File: config.mk
export PLATFORM = sky130hd
export DESIGN_NAME = hex_dump_line_formatter_top
export DESIGN_NICKNAME = d
export VERILOG_FILES = /design/src/design/hdlf_pkg.sv /design/src/design/hdlf_ctrl.sv /design/src/design/hdlf_dp.sv /design/src/design/hex_dump_line_formatter_top.sv
export SDC_FILE = /design/constraint.sdc
export NUM_CORES = 1
export LEC_CHECK = 0
export BUFFER_PORTS_ARGS = -buffer_cell sky130_fd_sc_hd__buf_4
export CAP_MARGIN = 40
export CORE_MARGIN = 5
export CORE_UTILIZATION = 47
export DETAILED_ROUTE_END_ITERATION = 10
export GPL_ROUTABILITY_DRIVEN = 0
export PLACE_DENSITY_LB_ADDON = 0.12
export SLEW_MARGIN = 40
export SYNTH_ARGS = -nofsm -noshare
export SYNTH_HDL_FRONTEND = slang
export SYNTH_SLANG_ARGS = --single-unit
File: constraint.sdc
create_clock -name clk -period 8.85 [get_ports clk]
set_input_delay 0.885 -clock clk [delete_from_list [all_inputs] [get_ports clk]]
set_output_delay 0.885 -clock clk [all_outputs]
set_load 0.01 [all_outputs]
File: src/design/hdlf_pkg.sv
// hdlf_pkg: shared types, defaults and character helpers for the hex dump line formatter
// used by hdlf_ctrl, hdlf_dp and hex_dump_line_formatter_top; no dependencies
package hdlf_pkg;

	localparam int BYTES_PER_LINE_DEF = 16;
	localparam int HEX_COLUMN_DEF     = 10;
	localparam int TEXT_COLUMN_DEF    = 60;
	localparam int NEWLINE_COLUMN_DEF = 76;

	localparam logic [7:0] CHAR_SPACE = 8'h20;
	localparam logic [7:0] CHAR_DOT   = 8'h2e;
	localparam logic [7:0] CHAR_LF    = 8'h0a;
	localparam logic [7:0] PRINT_LOW  = 8'd32;
	localparam logic [7:0] PRINT_HIGH = 8'd126;

	typedef enum logic [1:0] {
		S_IDLE,
		S_LINE,
		S_END
	} state_t;

	typedef struct packed {
		logic store;
		logic emit_chunk;
		logic emit_end;
	} cmd_t;

	typedef struct packed {
		logic fill_last;
		logic fill_nz;
		logic out_room;
		logic last_chunk;
	} status_t;

	function automatic logic [7:0] hex_char(input logic [3:0] v);
		logic [7:0] w;
		w = {4'h0, v};
		return (v < 4'd10) ? (8'h30 + w) : (8'h57 + w);
	endfunction

	function automatic logic [7:0] text_char(input logic [7:0] b);
		return (b < PRINT_LOW || b > PRINT_HIGH) ? CHAR_DOT : b;
	endfunction

endpackage

File: src/design/hdlf_ctrl.sv
// hdlf_ctrl: sequencing state machine of the hex dump line formatter
// depends on hdlf_pkg; drives hdlf_dp through cmd_t and reads its status_t
module hdlf_ctrl (
	input  logic              clk,
	input  logic              arst_n,
	input  logic              s_tvalid,
	output logic              s_tready,
	input  logic              s_tuser,
	input  logic              s_tlast,
	input  hdlf_pkg::status_t status,
	output hdlf_pkg::cmd_t    cmd
);

	hdlf_pkg::state_t state_q, state_d;
	logic end_pend_q, end_pend_d;
	logic accept;

	always_ff @(posedge clk or negedge arst_n) begin
		if (!arst_n) begin
			state_q    <= hdlf_pkg::S_IDLE;
			end_pend_q <= 1'b0;
		end else begin
			state_q    <= state_d;
			end_pend_q <= end_pend_d;
		end
	end

	always_comb begin
		state_d    = state_q;
		end_pend_d = end_pend_q;
		cmd        = '0;
		s_tready   = 1'b0;
		accept     = 1'b0;
		case (state_q)
			hdlf_pkg::S_IDLE: begin
				s_tready  = 1'b1;
				accept    = s_tvalid;
				cmd.store = accept && s_tuser;
				if (accept) begin
					if (s_tuser && status.fill_last) begin
						state_d    = hdlf_pkg::S_LINE;
						end_pend_d = s_tlast;
					end else if (s_tlast) begin
						end_pend_d = 1'b1;
						if (s_tuser || status.fill_nz) begin
							state_d = hdlf_pkg::S_LINE;
						end else begin
							state_d = hdlf_pkg::S_END;
						end
					end
				end
			end
			hdlf_pkg::S_LINE: begin
				if (status.out_room) begin
					cmd.emit_chunk = 1'b1;
					if (status.last_chunk) begin
						state_d = end_pend_q ? hdlf_pkg::S_END : hdlf_pkg::S_IDLE;
					end
				end
			end
			hdlf_pkg::S_END: begin
				if (status.out_room) begin
					cmd.emit_end = 1'b1;
					end_pend_d   = 1'b0;
					state_d      = hdlf_pkg::S_IDLE;
				end
			end
			default: begin
				state_d = hdlf_pkg::S_IDLE;
			end
		endcase
	end

	// end beat only goes out once the line buffer is drained
	a_end_empty: assert property (@(posedge clk) disable iff (!arst_n)
		cmd.emit_end |-> !status.fill_nz)
		else $error("end beat with bytes still buffered");

	// a full line always ends with its last chunk before new input
	a_line_exit: assert property (@(posedge clk) disable iff (!arst_n)
		(state_q == hdlf_pkg::S_LINE) && !cmd.emit_chunk |=> state_q == hdlf_pkg::S_LINE)
		else $error("line emission left without sending a chunk");

endmodule

File: src/design/hdlf_dp.sv
// hdlf_dp: line row register, fill and offset counters, chunk output register
// depends on hdlf_pkg; commanded by hdlf_ctrl
module hdlf_dp #(
	parameter int BYTES_PER_LINE = hdlf_pkg::BYTES_PER_LINE_DEF,
	parameter int HEX_COLUMN     = hdlf_pkg::HEX_COLUMN_DEF,
	parameter int TEXT_COLUMN    = hdlf_pkg::TEXT_COLUMN_DEF,
	parameter int NEWLINE_COLUMN = hdlf_pkg::NEWLINE_COLUMN_DEF
) (
	input  logic              clk,
	input  logic              arst_n,
	input  logic [7:0]        data_byte,
	input  hdlf_pkg::cmd_t    cmd,
	output hdlf_pkg::status_t status,
	output logic              m_tvalid,
	input  logic              m_tready,
	output logic [71:0]       m_tdata,
	output logic              m_tlast
);

	localparam int LINE_LEN  = NEWLINE_COLUMN + 1;
	localparam int NCH       = (LINE_LEN + 7) / 8;
	localparam int ROW_CHARS = NCH * 8;
	localparam int LAST_N    = LINE_LEN - 8 * (NCH - 1);
	localparam int FILL_W    = $clog2(BYTES_PER_LINE + 1);
	localparam int CH_W      = (NCH > 1) ? $clog2(NCH) : 1;
	localparam int NL_CHUNK  = NEWLINE_COLUMN / 8;
	localparam int NL_LANE   = NEWLINE_COLUMN % 8;

	logic [7:0]           row_q [ROW_CHARS];
	logic [ROW_CHARS-1:0] lock_q;
	logic [FILL_W-1:0]    fill_q;
	logic [31:0]          offset_q;
	logic [CH_W-1:0]      chunk_q;
	logic                 out_valid_q;
	logic [71:0]          out_data_q;
	logic                 out_last_q;

	logic [7:0]  hex_hi, hex_lo, txt;
	logic [63:0] chunk_text;
	logic [3:0]  chunk_cnt;
	logic        last_chunk;

	assign hex_hi     = hdlf_pkg::hex_char(data_byte[7:4]);
	assign hex_lo     = hdlf_pkg::hex_char(data_byte[3:0]);
	assign txt        = hdlf_pkg::text_char(data_byte);
	assign last_chunk = (chunk_q == CH_W'(NCH - 1));

	for (genvar p = 0; p < ROW_CHARS; p++) begin : g_pos
		localparam int HOFF   = p - HEX_COLUMN;
		localparam int TOFF   = p - TEXT_COLUMN;
		localparam bit IS_HI  = (HOFF >= 0) && (HOFF % 3 == 0) && (HOFF / 3 < BYTES_PER_LINE);
		localparam bit IS_LO  = (HOFF >= 1) && (HOFF % 3 == 1) && (HOFF / 3 < BYTES_PER_LINE);
		localparam bit IS_TXT = (TOFF >= 0) && (TOFF < BYTES_PER_LINE);
		localparam int HI_IDX = IS_HI ? HOFF / 3 : 0;
		localparam int LO_IDX = IS_LO ? HOFF / 3 : 0;
		localparam int TX_IDX = IS_TXT ? TOFF : 0;

		logic hit_hi, hit_lo, hit_txt;
		logic [7:0] shift_in;
		logic       lock_in;

		assign hit_hi  = IS_HI && (fill_q == FILL_W'(HI_IDX));
		assign hit_lo  = IS_LO && (fill_q == FILL_W'(LO_IDX));
		assign hit_txt = IS_TXT && (fill_q == FILL_W'(TX_IDX));

		if (p + 8 < ROW_CHARS) begin : g_shift
			assign shift_in = row_q[p + 8];
			assign lock_in  = lock_q[p + 8];
		end else begin : g_fill
			assign shift_in = hdlf_pkg::CHAR_SPACE;
			assign lock_in  = 1'b0;
		end

		always_ff @(posedge clk or negedge arst_n) begin
			if (!arst_n) begin
				row_q[p]  <= hdlf_pkg::CHAR_SPACE;
				lock_q[p] <= 1'b0;
			end else if (cmd.emit_chunk) begin
				row_q[p]  <= shift_in;
				lock_q[p] <= lock_in;
			end else if (cmd.store) begin
				if (hit_txt) begin
					row_q[p]  <= txt;
					lock_q[p] <= 1'b1;
				end else if (hit_hi && !lock_q[p]) begin
					row_q[p] <= hex_hi;
				end else if (hit_lo && !lock_q[p]) begin
					row_q[p] <= hex_lo;
				end
			end
		end
	end

	always_comb begin
		logic [7:0] ch;
		chunk_text = '0;
		for (int l = 0; l < 8; l++) begin
			ch = row_q[l];
			if (chunk_q == '0) begin
				ch = hdlf_pkg::hex_char(offset_q[31 - 4 * l -: 4]);
			end
			if (chunk_q == CH_W'(NL_CHUNK) && l == NL_LANE) begin
				ch = hdlf_pkg::CHAR_LF;
			end
			if (last_chunk && l >= LAST_N) begin
				ch = 8'h00;
			end
			chunk_text[8 * l +: 8] = ch;
		end
		chunk_cnt = last_chunk ? 4'(LAST_N) : 4'd8;
	end

	always_ff @(posedge clk or negedge arst_n) begin
		if (!arst_n) begin
			fill_q      <= '0;
			offset_q    <= '0;
			chunk_q     <= '0;
			out_valid_q <= 1'b0;
		end else begin
			if (cmd.emit_chunk) begin
				if (last_chunk) begin
					chunk_q  <= '0;
					fill_q   <= '0;
					offset_q <= offset_q + 32'(fill_q);
				end else begin
					chunk_q <= chunk_q + 1'b1;
				end
			end else if (cmd.store) begin
				fill_q <= fill_q + 1'b1;
			end
			if (cmd.emit_chunk || cmd.emit_end) begin
				out_valid_q <= 1'b1;
			end else if (m_tready) begin
				out_valid_q <= 1'b0;
			end
		end
	end

	always_ff @(posedge clk) begin
		if (cmd.emit_chunk) begin
			out_data_q <= {4'h0, chunk_cnt, chunk_text};
			out_last_q <= last_chunk;
		end else if (cmd.emit_end) begin
			out_data_q <= '0;
			out_last_q <= 1'b1;
		end
	end

	assign status.fill_last  = (fill_q == FILL_W'(BYTES_PER_LINE - 1));
	assign status.fill_nz    = (fill_q != '0);
	assign status.out_room   = !out_valid_q || m_tready;
	assign status.last_chunk = last_chunk;

	assign m_tvalid = out_valid_q;
	assign m_tdata  = out_data_q;
	assign m_tlast  = out_last_q;

	// a finished line leaves the buffer empty
	a_line_clears: assert property (@(posedge clk) disable iff (!arst_n)
		cmd.emit_chunk && last_chunk |=> fill_q == '0)
		else $error("fill count not cleared after line");

	// bytes are never stored into a full buffer
	a_no_overfill: assert property (@(posedge clk) disable iff (!arst_n)
		cmd.store |-> fill_q < FILL_W'(BYTES_PER_LINE))
		else $error("store into full line buffer");

	// a zero-count beat carries no text
	a_end_beat: assert property (@(posedge clk) disable iff (!arst_n)
		m_tvalid && m_tdata[67:64] == 4'd0 |-> m_tlast && m_tdata[63:0] == 64'd0)
		else $error("malformed end beat");

endmodule

File: src/design/hex_dump_line_formatter_top.sv
// hex_dump_line_formatter_top: hex dump line formatter, stream in, text chunks out
// depends on hdlf_pkg, hdlf_ctrl and hdlf_dp
//
// Input beats carry one byte each (s_tdata), s_tuser flags that the byte is
// present and s_tlast marks end of data after that beat's byte. Bytes are
// written straight into a text row register, so bytes that do not
// complete a line are accepted back to back.
// When a line is full, or at end of data with bytes buffered, the row is sent
// as ceil((NEWLINE_COLUMN+1)/8) chunks (10 at the defaults), one per cycle
// while the receiver takes them; the accepting edge moves the state to
// S_LINE, which loads the first chunk into the output register once it has
// room. s_tready stays low while a line or the end beat is being sent. End
// of data adds one end beat (count 0, tlast high). The single output
// register sets the rate: a stall on m_tready holds the current beat and
// freezes line emission; input is taken again once the last chunk is
// loaded. Reset clears the row to spaces, the fill count and the running
// offset; no clearing pass is needed.
module hex_dump_line_formatter_top #(
	parameter int BYTES_PER_LINE = hdlf_pkg::BYTES_PER_LINE_DEF,
	parameter int HEX_COLUMN     = hdlf_pkg::HEX_COLUMN_DEF,
	parameter int TEXT_COLUMN    = hdlf_pkg::TEXT_COLUMN_DEF,
	parameter int NEWLINE_COLUMN = hdlf_pkg::NEWLINE_COLUMN_DEF
) (
	input  logic        clk,
	input  logic        arst_n,
	input  logic        s_tvalid,
	output logic        s_tready,
	input  logic [7:0]  s_tdata,   // data_byte
	input  logic        s_tuser,   // has_byte
	input  logic        s_tlast,   // end_of_data
	output logic        m_tvalid,
	input  logic        m_tready,
	output logic [71:0] m_tdata,   // text_chunk[63:0], char_count[67:64], zero pad
	output logic        m_tlast    // end_of_line
);

	hdlf_pkg::cmd_t    cmd;
	hdlf_pkg::status_t status;

	hdlf_ctrl u_ctrl (
		.clk      (clk),
		.arst_n   (arst_n),
		.s_tvalid (s_tvalid),
		.s_tready (s_tready),
		.s_tuser  (s_tuser),
		.s_tlast  (s_tlast),
		.status   (status),
		.cmd      (cmd)
	);

	hdlf_dp #(
		.BYTES_PER_LINE (BYTES_PER_LINE),
		.HEX_COLUMN     (HEX_COLUMN),
		.TEXT_COLUMN    (TEXT_COLUMN),
		.NEWLINE_COLUMN (NEWLINE_COLUMN)
	) u_dp (
		.clk       (clk),
		.arst_n    (arst_n),
		.data_byte (s_tdata),
		.cmd       (cmd),
		.status    (status),
		.m_tvalid  (m_tvalid),
		.m_tready  (m_tready),
		.m_tdata   (m_tdata),
		.m_tlast   (m_tlast)
	);

endmodule
==> metrics, run 1 <==
status finished, final reports clean; H-tree depth 3; VDD IR max 0.000214 V; final non-filler cell total ~4400; sequential area share after synthesis 61.8%; Main synth FF type dfrtp_1; I/O Buffers 83; ant diodes 0; critical setup path kind reg2reg; fmax 0.287 GHz; post-synth top area cell dfrtp_1; Ports 89; Worst Path Required 9.38 ns; Cell variety after synth 73; die footprint 74400 µm²; post-synthesis async set-or-reset flop share 91.5%; Total Wirelength 82800 µm; Syn-to-layout area delta 12.8%; number of global-route vias before repair 23147; RSZ-0062 raised after global routing false; Die H between 200 and 300 µm; HPWL Detailed 53000 µm; most frequent cells in the layout nand2_1, dfrtp_1, a21oi_1; Worst-Skew Late Latency 0.62 ns; TritonCTS Buffers 81; Setup Skew between 0.015 and 0.02 ns; share of cells above drive strength 1 between 10% and 20%; max_cap viols 0; number of synthesized register bits 784; initial core utilization 47.3%; Hold Buf Count CTS 0; CTS root buffer clkbuf_16; power density cells between 300 and 400 nW/µm²; post-synth top area share 49.4%; fin crit period roughly 3.5 ns; Hold/Removal Path Class in2async; Leak around 17 nW; CTS max path bufs 3; post_cts resized 0; drt initial violations 2258; max-slew violations 0; die span in x between 200 and 300 µm; Post-synth EDFFs 67; post-CTS setup repair buffer count 0; Final nets 3428; row count 96; total number of vias 23525; CP max FO between 150 and 200; core area 68600 µm²; GRT Total Usage between 20% and 30%; pin count of the biggest net entering global routing 201; initial antenna violation count 0; Reg clk slew, reported paths 0.06 ns; Worst setup SP type flip-flop; placed insts 4230; Wirelength per Cell 18.9 µm; commonest non-fill, non-tap cell in the layout nand2_1; first-pass GRT wire length 133000 µm; Clock Sinks 784; TritonCTS clock tree done; # DRC 0; final setup TNS 0 ns; Synth area leaders dfrtp_1, nand2_1, a21oi_1; final setup fails 0; Hold Fails Final Rpt 0; Relative slew margins 43.3%; final period utilization 39.3%; Mapped Area between 30000 and 40000 µm²; Worst-Margin Slew 0.848 ns; yosys warns 0; drt first pass iters 5; CP endpoint kind flip-flop; Routed Antenna Nets 0; aggregate global routing overflow 0; Gate Count Post-Synth 3402; Vias/cell between 5 and 6; CP arrival 4.01 ns; Syn Area/Cell ~9.5 µm²
worst max-delay path: stages (launching register included):
cell      delay [ns]
dfrtp_1         0.73
nand2b_1        0.20
nor2_4          0.19
buf_4           0.51
buf_12          0.48
buf_12          0.32
buf_16          0.42
a21oi_1         0.17
a21oi_1         0.18
final cells by class:
type	instances	area, µm²
fill	6233	32000
sequential	784	20000
multi-input combinational	2329	11400
clock buffer	128	2390
timing repair buffer	126	1190
tap	931	1160
inverter	64	240
clock inverter	22	189
state kept, by name, summed over array words and instances (netlist names):
signal and cells:
u_ctrl.end_pend_q 1, u_ctrl.state_q 2, u_dp.chunk_q 4, u_dp.fill_q 5, u_dp.g_pos.lock_in 64, u_dp.g_pos.shift_in 544
u_dp.m_tdata 66, u_dp.m_tlast 1, u_dp.m_tvalid 1, u_dp.offset_q 32, u_dp.row_q 64
final timing paths:
check | cells after the start | endpoint | slack, ns | from
setup / recovery | 8 | u_dp.g_pos[18].shift_in[4]$_DFFE_PN0P_ | 5.37 | u_ctrl.state_q[0]$_DFFE_PN0P_
hold / removal | 1 | u_dp.chunk_q[1]$_DFFE_PN0P_ | 0.17 | arst_n
setup reg to reg | 8 | u_dp.g_pos[18].shift_in[4]$_DFFE_PN0P_ | 5.37 | u_ctrl.state_q[0]$_DFFE_PN0P_
hold reg to reg | 2 | u_dp.g_pos[46].shift_in[5]$_DFFE_PN1P_ | 0.45 | u_dp.g_pos[54].shift_in[5]$_DFFE_PN1P_
max in group asynchronous | 4 | u_dp.g_pos[25].shift_in[5]$_DFFE_PN1P_ | 7.01 | arst_n
min in group clk | 2 | u_dp.g_pos[46].shift_in[5]$_DFFE_PN1P_ | 0.45 | u_dp.g_pos[54].shift_in[5]$_DFFE_PN1P_
layer usage:
| metal | part of all wire [%] | routed length [µm] | GRT usage, % |
|---|---|---|---|
| met5 | 0 | 0 | 0 |
| met1 | 48 | 39700 | 33.8 |
| met4 | 3.0 | 2510 | 7.35 |
| met3 | 5.5 | 4560 | 3.85 |
| met2 | 44 | 36000 | 32.7 |
kinds of logic after synthesis:
| logic type | share of synthesized area, % |
|---|---|
| simple gates | 18.1 |
| fa+ha+maj | 1.10 |
| xor+xnor | 1.19 |
| other cells | 0.0116 |
| mux | 0.401 |
| compound gates | 13.5 |
| buf+inv | 3.90 |
| flops | 61.8 |
power by group:
part	total (mW)	switching, mW	internal (mW)
combinational	3.62	2.40	1.22
clock	3.31	1.37	1.94
sequential	5.81	0.774	5.04
total	12.7	4.55	8.19
through the flow:
stage / setup slack [ns] / util, % / hold slack (ns) / area, µm² / power (mW)
floorplan: 4.61 / - / 0.430 / 32500 / 8.17
global placement: 5.12 / 49.1 / 0.441 / 33700 / 9.28
detailed placement: 4.98 / 49.4 / 0.446 / 33900 / 9.44
CTS: 5.37 / 53.1 / 0.160 / 36500 / 12.8
global route: 5.05 / 53.4 / 0.188 / 36600 / 13.6
finish: 5.37 / 53.4 / 0.167 / 36600 / 12.7
synthesized netlist by cell type, drive strengths merged, types with 24 or more instances:
| cell | count |
|---|---|
| nand2 | 941 |
| dfrtp | 641 |
| a211oi | 30 |
| a21oi | 453 |
| o22a | 30 |
| a22oi | 24 |
| inv | 63 |
| ha | 27 |
| edfxtp | 67 |
| nand3 | 45 |
| clkbuf | 114 |
| buf | 115 |
| dfstp | 76 |
| xnor2 | 36 |
| nor2 | 355 |
| o21ai | 198 |
(Power assumes the default switching activity.)
==> run 2: changes to the inputs <==
==> constraint.sdc (replaced) <==
create_clock -name clk -period 2.8 [get_ports clk]
set_input_delay 0.28 -clock clk [delete_from_list [all_inputs] [get_ports clk]]
set_output_delay 0.28 -clock clk [all_outputs]
set_load 0.01 [all_outputs]
==> metrics, run 2 (synthesis results as in run 1) <==
commonest non-fill, non-tap cell in the layout nand2_1; # DRC 0; final setup TNS 0 ns; I/O Buffers between 80 and 90; die span in x 273 µm; Ports 89; CP endpoint kind flip-flop; drt first pass iters 5; Clock Sinks 784; R2R setup slack 0.21 ns; max_cap viols 0; final setup fails 0; Worst-Margin Slew 0.821 ns; Worst Path Required between 3 and 4 ns; Die H 273 µm; CP max FO 97; aggregate global routing overflow 0; initial antenna violation count 0; Syn-to-layout area delta 14.8%; TritonCTS clock tree done; number of global-route vias before repair 23822; Hold Fails Final Rpt 0; CTS root buffer clkbuf_16; Multi-input gate area 11300 µm²; final period utilization 92.6%; first-pass GRT wire length approximately 140000 µm; TritonCTS Buffers 83; final non-filler cell total 4480; Vias/cell roughly 5.4; max-slew violations 0; Worst Hold Launch s_tvalid; Routed Antenna Nets 0; die footprint between 70000 and 80000 µm²; Reg clk slew, reported paths 0.06 ns; WHS Path Cells 4; fmax 0.386 GHz; Wirelength per Cell 19.2 µm; most frequent cells in the layout nand2_1, dfrtp_1, a21oi_1; CTS max path bufs 3; Worst Reg2Reg Path Length in Cells 7; row count 96; CP arrival 3.13 ns; post-CTS setup repair buffer count 0; worst r2r src u_ctrl.state_q[0]$_DFFE_PN0P_; max reg flops 544; drt initial violations 2509; HPWL Detailed around 56000 µm; fin crit period 2.59 ns; Setup Skew 0.0301 ns; Worst-Skew Late Latency 0.63 ns; worst hold slack 0.151 ns; critical setup path kind reg2reg; number of fill cells 6068; Final nets between 3000 and 4000; Worst setup SP type flip-flop; total number of vias around 24000; core area 68600 µm²; FF-to-FF End u_dp.g_pos[26].shift_in[2]$_DFFE_PN0P_; Hold/Removal Path Class in2reg; initial core utilization 47.3%; H-tree depth 3; register area 20000 µm²; status finished, final reports clean; power density cells ~1100 nW/µm²; pin count of the biggest net entering global routing 150; placed insts 4322; Total Wirelength between 80000 and 90000 µm; RSZ-0062 raised after global routing false; Relative slew margins a little under half; GRT Total Usage 23.2%; share of cells above drive strength 1 12.9%; Leak 17.2 nW; VDD IR max 0.000448 V; ant diodes 0; hold endpoint u_ctrl.state_q[0]$_DFFE_PN0P_
==> run 2: changes by cell type in the layout (fill, tap and decap cells not counted), sizes merged <==
| cell | change |
|---|---|
| buf | +88 |
| inv | +10 |
| dlygate4sd3 | +3 |
| bufinv | -2 |
| clkinvlp | -2 |
| clkinv | -1 |
==> run 2: cell type report <==
class	instances	area share (%)
clock inverters	27	0.513
well taps	931	3.12
clock buffers	128	6.51
flip-flops and latches	784	53.8
multi-input cells	2329	30.3
repair buffers	217	5.18
inverters	64	0.644
==> run 2: routing by layer <==
layer  global-route usage, %  part of all wire (%)  up-vias
li1                        -                     -    11502
met1                    35.4                    48    11982
met2                    34.7                    44      672
met3                    3.14                   5.2      140
met4                    7.18                   2.9        0
met5                       0                     0        -
==> run 2: repair_timing <==
action | in CTS | in global routing
hold buffers | 3 | 0
gates resized for setup | 0 | 2
hold endpoints to repair | 56 | 0
setup endpoints to repair | 0 | 1
==> run 2: worst max path at each step <==
stage / startpoint / endpoint / depth (start not counted)
after global placement: u_ctrl.state_q[0]$_DFFE_PN0P_ / u_dp.g_pos[12].shift_in[1]$_DFFE_PN0P_ / 7
after CTS: u_ctrl.state_q[0]$_DFFE_PN0P_ / u_dp.g_pos[12].shift_in[1]$_DFFE_PN0P_ / 7
final: u_ctrl.state_q[0]$_DFFE_PN0P_ / u_dp.g_pos[26].shift_in[2]$_DFFE_PN0P_ / 7
after floorplan: u_ctrl.state_q[1]$_DFFE_PN0P_ / u_dp.m_tdata[0]$_SDFFCE_PN0P_ / 4
after detailed placement: u_ctrl.state_q[0]$_DFFE_PN0P_ / u_dp.m_tdata[11]$_SDFFCE_PN0P_ / 6
after global routing: u_ctrl.state_q[0]$_DFFE_PN0P_ / u_dp.g_pos[12].shift_in[1]$_DFFE_PN0P_ / 7
==> run 2: where the power goes <==
group          internal (mW)  total [mW]  switching, mW  leakage (nW)
logic                   4.31        12.1           7.81          6.27
clock network           6.08        10.6           4.51          1.31
registers               15.9        18.4           2.46          9.59
total                   26.3        41.1           14.8          17.2
==> run 2: per-stage QoR <==
stage	total power [mW]	cell area, µm²	util (%)	worst slack (ns)
after floorplan	25.8	32500	-	0.506
final	41.1	37300	54.4	0.207
after global placement	30.1	34600	50.4	0.333
after detailed placement	30.5	34600	50.4	0.249
after global routing	43.8	37300	54.4	0.0756
after CTS	41.3	37200	54.3	0.230
==> run 2: critical path: stages (launching register included) <==
cell      delay, ns
dfrtp_1        0.56
buf_4          0.21
nand2b_1       0.10
nor2_4         0.51
buf_12         0.32
buf_12         0.36
a21oi_1        0.14
a21oi_1        0.19
